$ cat config.mk
export PLATFORM = sky130hd
export DESIGN_NAME = bfs_div
export DESIGN_NICKNAME = d
export VERILOG_FILES = /design/src/hw/rtl/boids_flocking_step_top_defines.svh /design/src/hw/rtl/bfs_pkg.sv /design/src/hw/rtl/bfs_div.sv
export SDC_FILE = /design/constraint.sdc
export NUM_CORES = 1
export LEC_CHECK = 0
export BUFFER_PORTS_ARGS = -buffer_cell sky130_fd_sc_hd__buf_2
export CAP_MARGIN = 20
export CORE_MARGIN = 1.5
export CORE_UTILIZATION = 58
export DETAILED_ROUTE_END_ITERATION = 7
export PLACE_DENSITY = 0.91
export SYNTH_ARGS = -nofsm -noshare
export SYNTH_HDL_FRONTEND = slang
export SYNTH_SLANG_ARGS = --single-unit
$ cat constraint.sdc
create_clock -name clk -period 4.25 [get_ports clk]
set_clock_uncertainty 0.2 [all_clocks]
set_input_delay 0.6375 -clock clk [delete_from_list [all_inputs] [get_ports clk]]
set_output_delay 0.6375 -clock clk [all_outputs]
set_load 0.005 [all_outputs]
$ cat src/hw/rtl/boids_flocking_step_top_defines.svh
// Assertion macros used by the boids flock step top module.
// Needs clk and arst_n in the scope of the module that uses them.
`ifndef BOIDS_FLOCKING_STEP_TOP_DEFINES_SVH
`define BOIDS_FLOCKING_STEP_TOP_DEFINES_SVH

// ante holds in a cycle -> cons holds in that same cycle
`define BFS_ASSERT_IMPL(lbl, ante, cons, msg) \
	lbl: assert property (@(posedge clk) disable iff (!arst_n) (ante) |-> (cons)) \
		else $error(msg);

// ante holds in a cycle -> cons holds in the next cycle
`define BFS_ASSERT_NEXT(lbl, ante, cons, msg) \
	lbl: assert property (@(posedge clk) disable iff (!arst_n) (ante) |=> (cons)) \
		else $error(msg);

`endif

$ cat src/hw/rtl/bfs_pkg.sv
// Types, constants and helpers of the boids flock step block.
// No dependencies; imported by bfs_div, bfs_sqrt and boids_flocking_step_top.
`timescale 1ns / 1ps
package bfs_pkg;

	localparam logic CMD_LOAD = 1'b0;
	localparam logic CMD_TICK = 1'b1;

	localparam int CFG_IW = 1;
	localparam int CFG_DW = 16;
	localparam logic [CFG_IW-1:0] REG_BOID_COUNT    = 1'b0;
	localparam logic [CFG_IW-1:0] REG_UPDATE_PERIOD = 1'b1;

	// divider: signed numerator, positive denominator
	localparam int DIV_NW = 51;
	localparam int DIV_DW = 33;

	localparam logic signed [33:0] GAIN_COH   = 34'sd6553;
	localparam logic signed [17:0] TEND_THR   = 18'sd52428;
	localparam logic [63:0]        CLAMP_M2   = 64'd107374182400;
	localparam logic [31:0]        NEAR_D2    = 32'h4000_0000;

	localparam logic signed [31:0] BND_LO [3] = '{-32'sd1966080, -32'sd3276800, -32'sd9830400};
	localparam logic signed [31:0] BND_HI [3] = '{32'sd1966080, 32'sd655360, 32'sd655360};

	typedef struct packed {
		logic busy;
		logic done;
	} unit_stat_t;

	function automatic logic signed [31:0] sat32(input logic signed [47:0] x);
		logic signed [31:0] r;
		if (x > 48'sd2147483647)
			r = 32'sh7FFF_FFFF;
		else if (x < -48'sd2147483648)
			r = 32'sh8000_0000;
		else
			r = x[31:0];
		return r;
	endfunction

endpackage

$ cat src/hw/rtl/bfs_div.sv
// Restoring divider, one quotient bit per cycle, truncating toward zero.
// Depends on bfs_pkg for widths and the status struct.
`timescale 1ns / 1ps
module bfs_div import bfs_pkg::*; (
	input  logic                     clk,
	input  logic                     arst_n,
	input  logic                     start,
	input  logic signed [DIV_NW-1:0] num,
	input  logic [DIV_DW-1:0]        den,
	output logic signed [DIV_NW-1:0] quo,
	output unit_stat_t               stat
);
	logic              busy_q, done_q, neg_q;
	logic [5:0]        cnt_q;
	logic [DIV_DW-1:0] rem_q, den_q;
	logic [DIV_NW-1:0] quo_q, mag;
	logic [DIV_DW:0]   trial, diff;
	logic              ge;

	assign mag   = num[DIV_NW-1] ? unsigned'(-num) : unsigned'(num);
	assign trial = {rem_q, quo_q[DIV_NW-1]};
	assign diff  = trial - {1'b0, den_q};
	assign ge    = trial >= {1'b0, den_q};

	always_ff @(posedge clk or negedge arst_n) begin
		if (!arst_n) begin
			busy_q <= 1'b0;
			done_q <= 1'b0;
			cnt_q  <= '0;
		end else begin
			done_q <= 1'b0;
			if (start) begin
				busy_q <= 1'b1;
				cnt_q  <= 6'(DIV_NW - 1);
			end else if (busy_q) begin
				if (cnt_q == '0) begin
					busy_q <= 1'b0;
					done_q <= 1'b1;
				end else
					cnt_q <= cnt_q - 6'd1;
			end
		end
	end

	always_ff @(posedge clk) begin
		if (start) begin
			quo_q <= mag;
			rem_q <= '0;
			neg_q <= num[DIV_NW-1];
			den_q <= den;
		end else if (busy_q) begin
			rem_q <= ge ? diff[DIV_DW-1:0] : trial[DIV_DW-1:0];
			quo_q <= {quo_q[DIV_NW-2:0], ge};
		end
	end

	assign quo  = neg_q ? -signed'(quo_q) : signed'(quo_q);
	assign stat = '{busy: busy_q, done: done_q};
endmodule

==> flow_summary.yaml, run 1 <==
yosys:
  synth_seq_cells: 126
  yosysUniqueCellTypes: 66
  syn-cell-area_sq_um: 8910
  synth-edff-count: 85
  synth_nets: 1104
  seq_area_frac_synth_pct: 38.3
  synthCells: 979
  synth_warnings: 0
  ys.flop_type: "edfxtp_1"
  ys_async_sr_fraction_pct: 6.35
  syn_area_per_cell_sq_um: 9.10
timing:
  worst_pin_slew_ps: 869
  setup_viol: 12
  slew_viol_final: 0
  fmax_mhz: 226
  grt_setup_unrepaired: "yes"
  timing.final.crit_share_pct: 104
  maxSlewHeadroom_pct: 42.1
  setup_tns_ps: -851
  period_needed_ps: 4420
  fin_ws_ps: -174
  hold_viol_final: 0
  hold_slack_ps: 175
drt:
  drc_errors: 0
  routed_via_density: 5.92
  drt_wl_total_um: 21300
  first_iter_violations: 666
  first_pass_iters: 5
  antenna_left: 0
  wl_per_cell_um: 16.1
  vias: 7818
layout:
  final_common_cell: "buf_2"
  drive_gt1_share_pct: 24.3
  layout_common_cells: "138 x buf_2, 114 x nor2_1, 90 x a21oi_1"
  nets: 1244
  num_antenna_cells: 0
  syn_to_final_growth_pct: 21.2
  instances_no_fill: 1320
die:
  num_rows: 45
  start_util_pct: 59.0
  ios: 140
  die_width_um: 127
  core-area_sq_um: 15100
  dieArea_sq_um: 16100
  die_y_um: 127
grt:
  antenna_found_initial: 0
  top_usage_layer: "met2"
  gr-usage-met2_pct: 45.5
  grt_usage_pct: 26.7
  grt_use_met3_pct: 4.93
  use_met1_pct: 33.7
  grt_pass1_wl_um: 34600
  grt_pass1_vias: 7390
  grt_max_degree: 176
  grt_overflow_total: 0
placement:
  placed_cells: 1278
  routabilityCongestion: 0.902
  place.port_buffers: 139
  dp_hpwl_um: 14800
  place_ws_ps: -44.0
clocking:
  cts_tree: "done"
  clkLatencyLatePin_ps: 430
  cts-buffers-inserted: 17
  clock_sinks: 126
  path_clk_slew_ps: 60
  htreeDepth: 4
  clockBufferDepth: 2
  cts_root_buf: "clkbuf_16"
setup_path:
  rr_worst_depth: 14
  cp_max_fo: 6
  cp-start-kind: "flop"
  worst-setup-path-type: "flop to output port"
  cp-end-kind: "output port"
  required_ps: 3410
  cp.arrival_ps: 3590
power_and_ir_drop:
  totalPowerFinal_mw: 5.58
  leakage_nw: 4.58
  ir_drop_v: 0.000421
  p_per_area_nw_per_um2: 517
status:
  status: "complete, but fails checks"
  violations: "negative setup slack"
worst_hold_path:
  hold_class: "input pin to flop"
  hold_path_depth: 1
flow_run:
  maxCapViolCount: 0
## layer usage
| metal | routed length (um) | vias up |
|---|---|---|
| li1 | - | 3850 |
| met1 | 9340 | 3724 |
| met2 | 10500 | 204 |
| met3 | 885 | 40 |
| met4 | 519 | 0 |
| met5 | 0 | - |
## worst max-delay path, cell delays in order (launching register included)
cell	delay, ps
edfxtp_1	400
or4_4	540
nor4_2	140
buf_4	170
nand4_1	160
or4_4	450
or2_4	260
or4_4	490
o41ai_4	260
xnor2_1	160
buf_2	130
## metrics by stage
stage / cell area, sq um / util (%)
6_report: 10800 / 71.5
5_1_grt: 10800 / 71.5
4_1_cts: 10600 / 70.6
3_5_place_dp: 9850 / 65.3
3_3_place_gp: 9850 / 65.3
2_1_floorplan: 8910 / -
## final timing paths
| check | from | end | slack, ps |
|---|---|---|---|
| setup / recovery | quo_q[5] | quo[44] | -170 |
| hold / removal | den[17] | den_q[17] | 170 |
| setup reg to reg | quo_q[50] | rem_q[17] | 330 |
| hold reg to reg | rem_q[19] | rem_q[19] | 300 |
| max in group asynchronous | arst_n | busy_q | 3260 |
| min in group asynchronous | arst_n | cnt_q[5] | 410 |
## cell usage after synthesis, types with 3 or more instances
cell      count  area share [%]
or4_1        13             1.1
nand2_1      53             2.2
or2_2         5            0.35
nand4_1       7            0.49
buf_2         3            0.17
o41ai_1      16             1.6
or3_4         4            0.51
o31ai_1      25             2.1
a21oi_1      91             5.1
nand3b_1      3            0.25
a31oi_1       7            0.49
xor2_1       60             5.9
mux2i_1      19             2.1
dfxtp_1      33             7.4
nand2b_1      7            0.49
dfrtp_1       8             2.2
mux2_2       12             1.5
buf_1         3            0.13
o21ai_0      52             2.9
or4_4         6            0.76
nand3_1      13            0.73
a41oi_1       3            0.30
inv_1        52             2.2
o21bai_1      8            0.67
and2_1        3            0.21
a21o_1       15             1.3
xnor2_1      67             6.6
a221oi_1      5            0.49
nor2b_1       4            0.28
o21ai_1       3            0.17
and3_1        5            0.35
a211oi_1     29             2.4
edfxtp_1     85              29
or3_1        18             1.3
buf_4         3            0.25
nor3_1        6            0.34
clkbuf_1     46             1.9
nor2_1      114             4.8
ha_1         37             5.2
## layout make-up
cell class	instances	area, sq um
clock buffers	18	429
clock inverters	14	159
repair buffers	177	1050
inverters	53	199
flip-flops and latches	126	3410
fillers	1104	4300
multi-input cells	744	5310
well taps	188	235
## logic make-up after synthesis
kind of cell             share of synthesized area (%)
AO/OA/AOI/OAI                                     19.9
AND/OR/NAND/NOR                                   15.4
XOR/XNOR                                          12.5
flip-flops                                        38.3
buffers and inverters                             4.85
adder cells (fa/ha/maj)                           5.42
multiplexers                                      3.65
## power by group
group	internal [mW]	total, mW	switching (mW)
Clock	0.873	1.46	0.585
Combinational	1.09	2.35	1.25
Sequential	1.56	1.78	0.213
Total	3.53	5.58	2.05
## registers in the layout, indices dropped and copies added (netlist names)
| signal | cells |
|---|---|
| den_q | 33 |
| busy_q | 1 |
| neg_q | 1 |
| rem_q | 33 |
| cnt_q | 6 |
| quo_q | 51 |
| done_q | 1 |
## timing repair
| action | 4_1_cts | 5_1_grt |
|---|---|---|
| endpoints found under the hold margin | 8 | 0 |
| pin swaps | 8 | 13 |
| hold buffers | 1 | 0 |
| setup endpoints to repair | 17 | 19 |
| buffers inserted | 4 | 4 |
| gates resized for setup | 35 | 16 |
Note: power is estimated with default switching activity, not from simulation.
==> run 2, diff against run 1 <==
--- a/config.mk
+++ b/config.mk
@@ -8,9 +8,9 @@
 export BUFFER_PORTS_ARGS = -buffer_cell sky130_fd_sc_hd__buf_2
 export CAP_MARGIN = 20
 export CORE_MARGIN = 1.5
-export CORE_UTILIZATION = 58
+export CORE_UTILIZATION = 63
 export DETAILED_ROUTE_END_ITERATION = 7
-export PLACE_DENSITY = 0.91
+export PLACE_DENSITY = 0.95
 export SYNTH_ARGS = -nofsm -noshare
 export SYNTH_HDL_FRONTEND = slang
 export SYNTH_SLANG_ARGS = --single-unit
==> constraint.sdc (replaced) <==
create_clock -name clk -period 5.7 [get_ports clk]
set_clock_uncertainty 0.2 [all_clocks]
set_input_delay 0.855 -clock clk [delete_from_list [all_inputs] [get_ports clk]]
set_output_delay 0.855 -clock clk [all_outputs]
set_load 0.005 [all_outputs]
==> flow_summary.yaml, run 2 (synthesis results as in run 1) <==
setup_path:
  cp_max_fo: 6
  worst-setup-path-type: "flop to output port"
  cp.arrival_ps: 4010
  cp-end-kind: "output port"
  required_ps: 4640
  rr_worst_depth: 13
  cp-start-kind: "flop"
grt:
  grt_overflow_total: 0
  antenna_found_initial: 0
  grt_usage_pct: 28.9
  grt_max_degree: 93
  grt_pass1_wl_um: 33900
  grt_pass1_vias: 7296
power_and_ir_drop:
  sw_frac_of_total_pct: 36.2
  leakage_nw: 4.34
  p_seq_share_pct: 31.8
  power.internal_mw: 2.66
  comb_power_share_pct: 41.2
  switchingPower_mw: 1.51
  ir_drop_v: 0.000320
  power.share.clock_pct: 27.1
  p_per_area_nw_per_um2: 406
drt:
  antenna_left: 0
  drc_errors: 0
  first_iter_violations: 737
  drt_wl_total_um: 21300
  first_pass_iters: 6
  wl_per_cell_um: 16.6
  routed_via_density: 6.13
  vias: 7856
die:
  ios: 140
  die_width_um: 122
  die_y_um: 122
  core-area_sq_um: 13800
  dieArea_sq_um: 14900
  start_util_pct: 64.4
  num_rows: 43
placement:
  dp_hpwl_um: 14800
  routabilityCongestion: 0.900
  place.port_buffers: 139
  placed_cells: 1250
clocking:
  clockBufferDepth: 2
  cts_tree: "done"
  cts-buffers-inserted: 17
  path_clk_slew_ps: 60
  postCtsSetupBuffers: 0
  cts_hold_buf: 0
  htreeDepth: 4
  cts_root_buf: "clkbuf_16"
  clock_sinks: 126
  clkLatencyLatePin_ps: 430
  cts.repair.resized: 0
timing:
  timing.final.crit_share_pct: 88.9
  hold_slack_ps: 66.6
  slew_viol_final: 0
  setup_viol: 0
  maxSlewHeadroom_pct: 38.9
  fmax_mhz: 197
  period_needed_ps: 5070
  grt_setup_unrepaired: "no"
  worst_pin_slew_ps: 917
  setup_tns_ps: 0
  hold_viol_final: 0
layout:
  num_antenna_cells: 0
  drive_gt1_share_pct: 19.4
  regMostFlops: "quo_q"
  biggestRegsByFlops: "quo_q x51, den_q x33, rem_q x33"
  largest_register_ffs: 51
  syn_to_final_growth_pct: 15.4
  final_common_cell: "buf_2"
  layout_common_cells: "138 x buf_2, 114 x nor2_1, 90 x a21oi_1"
  nets: 1214
  instances_no_fill: 1282
flow_run:
  maxCapViolCount: 0
status:
  status: "complete, no violations"
worst_hold_path:
  hold_class: "input pin to async pin"
[run 2: changes by cell type in the layout (fill, tap and decap cells not counted), sizes merged]
| cell | previous run | this run |
|---|---|---|
| bufinv | 2 | 4 |
| buf | 176 | 147 |
| clkinvlp | 2 | 1 |
| clkbuf | 18 | 19 |
| clkinv | 5 | 8 |
| dlygate4sd3 | 1 | 0 |
| inv | 58 | 53 |
[run 2: worst max-delay path: stages (launching register included)]
cell	delay, ps
edfxtp_1	440
or4_4	570
nor4_2	370
nand4_1	230
or4_1	460
or2_1	280
or4_1	560
o41ai_1	380
xnor2_1	160
buf_2	130
[run 2: layout make-up]
cell class / instances / area [sq um]
flip-flops and latches: 126 / 3410
inverters: 53 / 199
repair buffers: 147 / 758
fillers: 989 / 3550
clock inverters: 13 / 171
multi-input cells: 744 / 5070
clock buffers: 19 / 433
well taps: 180 / 225
[run 2: per-stage QoR]
stage	instance area [sq um]	power (mW)	utilization, %	setup slack [ps]
after floorplan	8910	2.56	-	1490
after global placement	9670	2.92	69.9	1220
after detailed placement	9670	3.00	69.9	1130
after CTS	10300	4.15	74.3	649
after global routing	10300	4.43	74.3	454
final	10300	4.17	74.3	631
[run 2: worst paths after layout]
kind	start	endpoint	slack, ps
worst max register to register	quo_q[50]	rem_q[28]	1500
max in group asynchronous	arst_n	busy_q	5040
min in group clk	rem_q[4]	rem_q[4]	310
worst min-delay path	arst_n	busy_q	70
worst min register to register	rem_q[4]	rem_q[4]	310
worst max-delay path	quo_q[5]	quo[44]	630
[run 2: power by group through the flow]
stage | Clock [mW] | Sequential, mW | Combinational, mW
floorplan | 0 | 1.29 | 1.27
global placement | 0 | 1.32 | 1.60
detailed placement | 0 | 1.33 | 1.66
CTS | 1.14 | 1.32 | 1.70
global route | 1.18 | 1.35 | 1.90
finish | 1.13 | 1.32 | 1.72
[run 2: per-layer routing]
layer | vias up | wire [um] | GRT usage [%] | share of wire [%]
met3 | 61 | 1440 | 6.23 | 6.8
met5 | - | 0 | 0 | 0
met1 | 3673 | 8820 | 37.6 | 41
met2 | 338 | 10500 | 46.8 | 49
met4 | 0 | 581 | 11.8 | 2.7
li1 | 3784 | - | - | -
