--- config.mk ---
export PLATFORM = sky130hd
export DESIGN_NAME = bfs_sqrt
export DESIGN_NICKNAME = d
export VERILOG_FILES = /design/src/hw/rtl/boids_flocking_step_top_defines.svh /design/src/hw/rtl/bfs_pkg.sv /design/src/hw/rtl/bfs_sqrt.sv
export SDC_FILE = /design/constraint.sdc
export NUM_CORES = 1
export LEC_CHECK = 0
export BUFFER_PORTS_ARGS = -buffer_cell sky130_fd_sc_hd__buf_4
export CAP_MARGIN = 5
export CORE_MARGIN = 2
export CORE_UTILIZATION = 42
export DETAILED_ROUTE_END_ITERATION = 12
export PLACE_DENSITY_LB_ADDON = 0.1
export SYNTH_ARGS = -nofsm -noshare
export SYNTH_HDL_FRONTEND = slang
export SYNTH_SLANG_ARGS = --single-unit
--- constraint.sdc ---
create_clock -name clk -period 16 [get_ports clk]
set_input_delay 1.6 -clock clk [delete_from_list [all_inputs] [get_ports clk]]
set_output_delay 1.6 -clock clk [all_outputs]
set_load 0.01 [all_outputs]
--- src/hw/rtl/boids_flocking_step_top_defines.svh ---
// Assertion macros used by the boids flock step top module.
// Needs clk and arst_n in the scope of the module that uses them.
`ifndef BOIDS_FLOCKING_STEP_TOP_DEFINES_SVH
`define BOIDS_FLOCKING_STEP_TOP_DEFINES_SVH

// ante holds in a cycle -> cons holds in that same cycle
`define BFS_ASSERT_IMPL(lbl, ante, cons, msg) \
	lbl: assert property (@(posedge clk) disable iff (!arst_n) (ante) |-> (cons)) \
		else $error(msg);

// ante holds in a cycle -> cons holds in the next cycle
`define BFS_ASSERT_NEXT(lbl, ante, cons, msg) \
	lbl: assert property (@(posedge clk) disable iff (!arst_n) (ante) |=> (cons)) \
		else $error(msg);

`endif

--- src/hw/rtl/bfs_pkg.sv ---
// Types, constants and helpers of the boids flock step block.
// No dependencies; imported by bfs_div, bfs_sqrt and boids_flocking_step_top.
`timescale 1ns / 1ps
package bfs_pkg;

	localparam logic CMD_LOAD = 1'b0;
	localparam logic CMD_TICK = 1'b1;

	localparam int CFG_IW = 1;
	localparam int CFG_DW = 16;
	localparam logic [CFG_IW-1:0] REG_BOID_COUNT    = 1'b0;
	localparam logic [CFG_IW-1:0] REG_UPDATE_PERIOD = 1'b1;

	// divider: signed numerator, positive denominator
	localparam int DIV_NW = 51;
	localparam int DIV_DW = 33;

	localparam logic signed [33:0] GAIN_COH   = 34'sd6553;
	localparam logic signed [17:0] TEND_THR   = 18'sd52428;
	localparam logic [63:0]        CLAMP_M2   = 64'd107374182400;
	localparam logic [31:0]        NEAR_D2    = 32'h4000_0000;

	localparam logic signed [31:0] BND_LO [3] = '{-32'sd1966080, -32'sd3276800, -32'sd9830400};
	localparam logic signed [31:0] BND_HI [3] = '{32'sd1966080, 32'sd655360, 32'sd655360};

	typedef struct packed {
		logic busy;
		logic done;
	} unit_stat_t;

	function automatic logic signed [31:0] sat32(input logic signed [47:0] x);
		logic signed [31:0] r;
		if (x > 48'sd2147483647)
			r = 32'sh7FFF_FFFF;
		else if (x < -48'sd2147483648)
			r = 32'sh8000_0000;
		else
			r = x[31:0];
		return r;
	endfunction

endpackage

--- src/hw/rtl/bfs_sqrt.sv ---
// Integer square root of a 64-bit value, two radicand bits per cycle.
// Depends on bfs_pkg for the status struct.
`timescale 1ns / 1ps
module bfs_sqrt import bfs_pkg::*; (
	input  logic        clk,
	input  logic        arst_n,
	input  logic        start,
	input  logic [63:0] val,
	output logic [31:0] root,
	output unit_stat_t  stat
);
	logic        busy_q, done_q;
	logic [4:0]  cnt_q;
	logic [63:0] v_q, r_q, b_q, t;

	assign t = r_q + b_q;

	always_ff @(posedge clk or negedge arst_n) begin
		if (!arst_n) begin
			busy_q <= 1'b0;
			done_q <= 1'b0;
			cnt_q  <= '0;
		end else begin
			done_q <= 1'b0;
			if (start) begin
				busy_q <= 1'b1;
				cnt_q  <= 5'd31;
			end else if (busy_q) begin
				if (cnt_q == '0) begin
					busy_q <= 1'b0;
					done_q <= 1'b1;
				end else
					cnt_q <= cnt_q - 5'd1;
			end
		end
	end

	always_ff @(posedge clk) begin
		if (start) begin
			v_q <= val;
			r_q <= '0;
			b_q <= 64'h4000_0000_0000_0000;
		end else if (busy_q) begin
			if (v_q >= t) begin
				v_q <= v_q - t;
				r_q <= (r_q >> 1) + b_q;
			end else
				r_q <= r_q >> 1;
			b_q <= b_q >> 2;
		end
	end

	assign root = r_q[31:0];
	assign stat = '{busy: busy_q, done: done_q};
endmodule

==> summary.txt, run 1 <==
Timing
  – Final setup vio count: 0
  – Final period utilization: 43.0%
  – Worst-Margin Slew: 1.08 ns
  – Worst Slack Setup Final: 9.13 ns
  – Clk_skew: 0.0117 ns
  – Min Tclk post-route: 6.87 ns
  – Unrepaired setup endpoints after global routing: false
  – Fin. Hold Viols: 0
  – Fin Setup TNS: 0 ns
  – Max_slew headroom: 28.1%
  – FMAX: 0.146 GHz
  – Pins Over Slew Limit: 0

Global routing
  – Met1 Usage GRT: 39.0%
  – Antenna violations before repair: 0
  – Largest net degree at the start of global routing: 167
  – GR Layer Usage met2: 35.0%
  – Global Route met3 Usage: 2.76%
  – Global routing's busiest layer: met1
  – GRT Total Usage: 24.7%
  – Total gr overflow: 0
  – First-pass GRT wire length: 79.6 mm
  – Vias in the first global route: 14099

Synth
  – Largest family of logic cells by synthesized area: compound AO/OA/AOI/OAI gates
  – Post-synthesis register bit count: 167
  – Synth Flop Type: dfxtp_1
  – Post-Syn Area: 16200 sq um
  – Syn Inst Count: 2060
  – Area fraction of the dominant cell type after synthesis: 11.9%
  – Avg Inst Size Synth: 7.87 sq um
  – Synth async-reset ratio: 4.19%
  – Synth Area in Compound Gates: 29.0%
  – Adder-cell share of the synthesized area: 10.3%
  – Syn nets: 2260
  – Yosys warning total: 0
  – Most used standard cell by instance count after synthesis: nand2_1
  – Register area share after synthesis: 24.8%
  – Mux share of post-synthesis cell area: 3.19%
  – Xor and xnor area share after synthesis: 7.56%
  – Largest cells by area after synthesis: dfxtp_1, edfxtp_1, ha_1
  – Post-Synth Simple-Gate Area: 19.1%
  – Commonest cells in the netlist: nand2_1, nor2_1, o21ai_0
  – Top cell type by total area after synthesis: dfxtp_1
  – Synth unique cells: 106
  – Post-synth EDFFs: 64

Setup path
  – CP cell instances: ha_1, a31oi_1, o21bai_1, a31oi_1, nand2b_1, a21oi_1, o31ai_2, a21oi_1, o21ai_1, and2_1, xor2_1, ha_1, nand4_2, nor3_2, nand2_1, nor3_4, and2_4, a31o_4, nor2_8, o21ai_4, buf_4
  – Critical Path End Type: flip-flop
  – Buf+Inv Stages, Crit Path: 1
  – Startpoint types: flip-flop
  – Max Fanout on Critical Path: 64
  – Worst endpoint required time: 16.08 ns
  – Crit Path Class: reg2reg
  – Slowest stage delay, CP: 0.65 ns
  – Delay-heaviest family, CP: compound AO/OA/AOI/OAI gates
  – Worst EP arrival: 6.95 ns
  – Crit-path slowest cell: buf_4

Placement
  – RePlAce Congestion: 0.938
  – HPWL after DPL: 38.0 mm
  – Placed Cells: 2529
  – IO Port Bufs: 100
  – Dpl ws: 9.25 ns

Power
  – Power Internal: 1.62 mW
  – Max VDD drop: 0.0000807 V
  – Comb power frac: 62.2%
  – Flop pwr share: 23.7%
  – Leak pwr: 6.86 nW
  – Clock share of power: 14.1%
  – PD cells: 182 nW/um^2
  – Switching pwr: 1.56 mW
  – Sw Share: 49.0%

Finish
  – Layout cells sized above 1: 10.7%
  – Number of diodes: 0
  – Filler cell count in the final layout: 3865
  – Fin util: 46.4%
  – Area Overhead vs Synth: 8.17%
  – Final Instance Count excl. Fillers: 2561
  – Total Nets Final: 2237

Clock tree
  – Clock network latency to the later pin of the worst-skew pair: 0.46 ns
  – Setup Fix Bufs, Post-CTS: 0
  – Clk pin slew, worst setup/hold paths: 0.07 ns
  – H-tree depth: 4
  – CTS Hold Bufs: 0
  – CTS Buf Count: 17
  – Sinks on Clock Net: 167
  – Clock buffer depth: 2
  – Clock Tree Root: clkbuf_16
  – CTS tree: yes
  – Resize count post-CTS: 0

Floorplanning
  – Die area: 40200 sq um
  – Row cnt: 71
  – Starting Density: 42.9%
  – Chip Width: 200 um
  – Ports: 101
  – Chip Height: 200 um
  – Core box area: 37800 sq um

Detailed routing
  – Initial DRC Count: 1292
  – DRC Markers: 0
  – Routed Antenna Nets: 0
  – Vias: 15364
  – Total iterations of the first detailed-routing run: 5
  – DRT Wirelength: 50.7 mm
  – Via/cell ratio: 6.00
  – Final routed wire length divided by cell count: 19.8 um

Run
  – Max-cap viol count: 0

Worst hold path
  – Hold Crit Class: reg2reg

Outcome
  – Run status: complete, no violations
## final timing paths
path                                        end                 start  depth (start not counted)  slack (ns)
max in group asynchronous      busy_q$_DFF_PN0_                arst_n                          1       14.91
hold / removal             cnt_q[0]$_DFFE_PN0P_  cnt_q[0]$_DFFE_PN0P_                          1        0.52
hold reg to reg            cnt_q[0]$_DFFE_PN0P_  cnt_q[0]$_DFFE_PN0P_                          1        0.52
setup / recovery               v_q[1]$_DFFE_PP_   r_q[2]$_SDFFE_PP0P_                         21        9.13
min in group asynchronous  cnt_q[4]$_DFFE_PN0P_                arst_n                          1        0.95
setup reg to reg               v_q[1]$_DFFE_PP_   r_q[2]$_SDFFE_PP0P_                         21        9.13
## cell families after synthesis
group / Yosys count
AO/OA/AOI/OAI: 702
AND/OR/NAND/NOR: 663
buffers and inverters: 204
flip-flops: 167
XOR/XNOR: 140
adder cells (fa/ha/maj): 133
multiplexers: 51
## power groups by stage
stage	registers [mW]	logic, mW	clock network (mW)
floorplan	0.700	1.54	0
global placement	0.758	1.95	0
detailed placement	0.759	1.95	0
CTS	0.751	1.96	0.457
global route	0.771	2.19	0.471
finish	0.756	1.98	0.448
## worst register-to-register path, cell delays in order (launching register included)
cell	delay [ns]
dfxtp_1	0.45
ha_1	0.31
a31oi_1	0.28
o21bai_1	0.15
a31oi_1	0.54
nand2b_1	0.24
a21oi_1	0.13
o31ai_2	0.41
a21oi_1	0.16
o21ai_1	0.36
and2_1	0.23
xor2_1	0.10
ha_1	0.47
nand4_2	0.17
nor3_2	0.30
nand2_1	0.14
nor3_4	0.28
and2_4	0.21
a31o_4	0.37
nor2_8	0.23
o21ai_4	0.20
buf_4	0.65
## layout make-up
cell class | count | area [sq um] | share of cell area (%)
tap | 511 | 639 | 3.64
sequential | 167 | 4020 | 22.9
multi-input combinational | 1689 | 11200 | 64.0
clock inverter | 13 | 140 | 0.799
timing repair buffer | 109 | 835 | 4.76
clock buffer | 19 | 475 | 2.71
inverter | 53 | 199 | 1.13
## placed cells by master (no fill, tap or decap), types with 24 or more instances in the layout
cell and count:
xnor2_1 72, a21o_1 41, a311oi_1 25, xor2_1 68, nand2_1 242, dfxtp_1 96
buf_4 107, o21bai_1 45, o21ai_1 28, inv_1 51, a31oi_1 55, o21ai_0 163
a211oi_1 24, nand3_1 41, nand4_1 44, nor2_1 184, mux2i_1 45, nor3_1 34
ha_1 132, a21oi_1 150, edfxtp_1 64
## routing by layer
metal	share of wire, %	wire, um
met1	53	26700
met4	1.9	953
met2	40	20300
met3	5.5	2800
met5	0	0
## stage by stage
stage	total power [mW]	instance area, sq um	hold slack (ns)
after floorplan	2.24	16200	0.472
after global placement	2.70	16900	0.504
after detailed placement	2.71	16900	0.508
after CTS	3.17	17500	0.519
after global routing	3.43	17500	0.536
final	3.19	17500	0.519
## flip-flops by register name (all words and copies together) (netlist names)
register and count:
b_q 32, busy_q 1, r_q 64, v_q 64
cnt_q 5, done_q 1
Note: power is estimated with default switching activity, not from simulation.
==> run 2, diff against run 1 <==
==> constraint.sdc (replaced) <==
create_clock -name clk -period 7.2 [get_ports clk]
set_input_delay 0.72 -clock clk [delete_from_list [all_inputs] [get_ports clk]]
set_output_delay 0.72 -clock clk [all_outputs]
set_load 0.01 [all_outputs]
==> run 2 against run 1 <==
  * Register-to-register slack got worse by 8.2 ns
  * Core utilization about the same
  * Sequential share of layout area about the same
  * Combinational power increased by 120%
  * Die area unchanged
  * Critical path type unchanged
  * Largest power group unchanged
==> summary.txt, run 2 (synthesis results as in run 1) <==
Clock tree
  – H-tree depth: 4 (unchanged)
  – CTS tree: yes
  – CTS Hold Bufs: 0 (unchanged)
  – Sinks on Clock Net: 167 (unchanged)
  – Setup Fix Bufs, Post-CTS: 0 (unchanged)
  – CTS Buf Count: 17 (unchanged)
  – Clock buffer depth: 2 (unchanged)
  – Clock Tree Root: clkbuf_16
  – Clock network latency to the later pin of the worst-skew pair: 0.47 ns (about the same)
  – Clk pin slew, worst setup/hold paths: 0.08 ns (about the same)
  – Resize count post-CTS: 0 (unchanged)

Timing
  – Final setup vio count: 0 (unchanged)
  – Unrepaired setup endpoints after global routing: false
  – FMAX: 0.159 GHz (+9.6%)
  – Min Tclk post-route: 6.27 ns (-0.603 ns)
  – Fin Setup TNS: 0 ns (unchanged)
  – Max_slew headroom: 40.0% (+12 points)
  – Pins Over Slew Limit: 0 (unchanged)
  – Worst-Margin Slew: 0.901 ns (-0.177 ns)
  – Fin. Hold Viols: 0 (unchanged)
  – Final period utilization: 87.1% (+44 points)
  – Clk_skew: 0.0154 ns (+0.00374 ns)

Power
  – Flop pwr share: 23.5% (-0.2 points)
  – Clock share of power: 13.3% (-0.8 points)
  – Power Internal: 3.56 mW (+120%)
  – Comb power frac: 63.2% (+1.0 points)
  – Leak pwr: 6.88 nW (+0.31%)
  – Sw Share: 49.5% (+0.45 points)
  – Tot Pwr: 7.03 mW (+120%)
  – Switching pwr: 3.48 mW (+120%)
  – PD cells: 401 nW/um^2 (+120%)
  – Max VDD drop: 0.000205 V (+150%)

Placement
  – Placed Cells: 2535 (+0.24%)
  – HPWL after DPL: 37.7 mm (-0.93%)
  – IO Port Bufs: 100 (unchanged)
  – RePlAce Congestion: 0.908 (-3.2%)
  – Placed cell areas: 17000 sq um (+0.34%)

Finish
  – Commonest non-fill, non-tap cell in the layout: nand2_1
  – Multi-input gate area: 11200 sq um (unchanged)
  – Final Instance Count excl. Fillers: 2567 (+0.23%)
  – Filler cell count in the final layout: 3835 (-0.78%)
  – Layout cells sized above 1: 11.0% (+0.31 points)
  – Final instance area: 17600 sq um (about the same)
  – Fin util: 46.4% (about the same)
  – Largest regs: r_q (64), v_q (64), b_q (32)
  – Most frequent cells in the layout: nand2_1, nor2_1, o21ai_0
  – Seq. cell area: 4020 sq um (unchanged)
  – Number of diodes: 0 (unchanged)
  – Area Overhead vs Synth: 8.26% (about the same)
  – Total Nets Final: 2243 (+0.27%)

Detailed routing
  – DRT Wirelength: 49.9 mm (-1.6%)
  – Routed Antenna Nets: 0 (unchanged)
  – Via/cell ratio: 5.99 (-0.20%)
  – Total iterations of the first detailed-routing run: 5 (unchanged)
  – Initial DRC Count: 1467 (+14%)
  – DRC Markers: 0 (unchanged)
  – Vias: 15369 (+0.033%)
  – Final routed wire length divided by cell count: 19.4 um (-1.8%)

Outcome
  – Run status: complete, no violations

Setup path
  – Max Fanout on Critical Path: 64 (unchanged)
  – Startpoint types: flip-flop
  – Worst endpoint required time: 7.31 ns (-8.77 ns)
  – Critical Path End Type: flip-flop
  – Worst EP arrival: 6.38 ns (-0.57 ns)
  – Crit Path Class: reg2reg

Floorplanning
  – Chip Height: 200 um (unchanged)
  – Chip Width: 200 um (unchanged)
  – Core box area: 37800 sq um (unchanged)
  – Die area: 40200 sq um (unchanged)
  – Starting Density: 42.9% (unchanged)
  – Row cnt: 71 (unchanged)
  – Ports: 101 (unchanged)

Global routing
  – Total gr overflow: 0 (unchanged)
  – First-pass GRT wire length: 79.2 mm (-0.54%)
  – GR Layer Usage met2: 35.5% (+0.50 points)
  – Met1 Usage GRT: 38.5% (-0.50 points)
  – Global routing's busiest layer: met1
  – Vias in the first global route: 14101 (+0.014%)
  – Global Route met3 Usage: 2.60% (-0.16 points)
  – Largest net degree at the start of global routing: 175 (+4.8%)
  – GRT Total Usage: 24.6% (-0.18 points)
  – Antenna violations before repair: 0 (unchanged)

Worst hold path
  – Hold Crit Class: in2async

Run
  – Max-cap viol count: 0 (unchanged)
## run 2: changes by cell type in the layout (fill, tap and decap cells not counted)
cell	delta
buf_4	+5
inv_6	+3
bufinv_16	-2
clkinv_4	-2
inv_8	+2
buf_12	+1
clkbuf_16	-1
clkbuf_8	+1
clkinv_1	-1
## run 2: area by class of cell
class                           instances  share of cell area (%)
Timing Repair Buffer                  115                    5.08
Multi-Input combinational cell       1689                    64.0
Tap cell                              511                    3.64
Inverter                               53                    1.13
Clock buffer                           19                    2.64
Sequential cell                       167                    22.9
Clock inverter                         13                   0.613
## run 2: through the flow
stage	worst slack, ns	hold WS (ns)
floorplan	0.791	0.424
global placement	1.10	0.501
detailed placement	0.979	0.498
CTS	0.948	0.0318
global route	0.425	0.0433
finish	0.930	0.0487
## run 2: path summary, 6_finish.rpt
kind,startpoint,end,slack (ns),cells past startpoint
max in group asynchronous,arst_n,busy_q$_DFF_PN0_,7.00,1
setup reg to reg,r_q[2]$_SDFFE_PP0P_,v_q[1]$_DFFE_PP_,0.93,21
hold reg to reg,cnt_q[0]$_DFFE_PN0P_,cnt_q[0]$_DFFE_PN0P_,0.51,1
hold / removal,arst_n,done_q$_DFF_PN0_,0.05,1
setup / recovery,r_q[2]$_SDFFE_PP0P_,v_q[1]$_DFFE_PP_,0.93,21
min in group clk,cnt_q[0]$_DFFE_PN0P_,cnt_q[0]$_DFFE_PN0P_,0.51,1
## run 2: power by group through the flow
| stage | Clock (mW) | Sequential (mW) | Combinational, mW |
|---|---|---|---|
| finish | 0.938 | 1.65 | 4.45 |
| global route | 0.994 | 1.68 | 4.91 |
| CTS | 0.963 | 1.64 | 4.39 |
| detailed placement | 0 | 1.66 | 4.37 |
| global placement | 0 | 1.66 | 4.35 |
| floorplan | 0 | 1.54 | 3.42 |
## run 2: critical path: stages, from the launching register on
cell and delay [ns]:
dfxtp_1 0.44, ha_1 0.30, a31oi_1 0.27, o21bai_1 0.15
a31oi_1 0.48, nand2b_1 0.23, a21oi_1 0.12, o31ai_2 0.38
a2111oi_2 0.17, o31ai_1 0.36, o21bai_1 0.13, xnor2_1 0.16
ha_1 0.42, nand2_1 0.15, nor3_2 0.23, nand2_1 0.20
nor3_4 0.29, and2_4 0.21, a31o_4 0.37, nor2_8 0.21
o21ai_4 0.20, buf_12 0.28
## run 2: routing by layer
| metal | wire length (um) | vias up |
|---|---|---|
| li1 | - | 7579 |
| met1 | 25900 | 7241 |
| met2 | 20600 | 505 |
| met3 | 2780 | 44 |
| met4 | 681 | 0 |
| met5 | 0 | - |
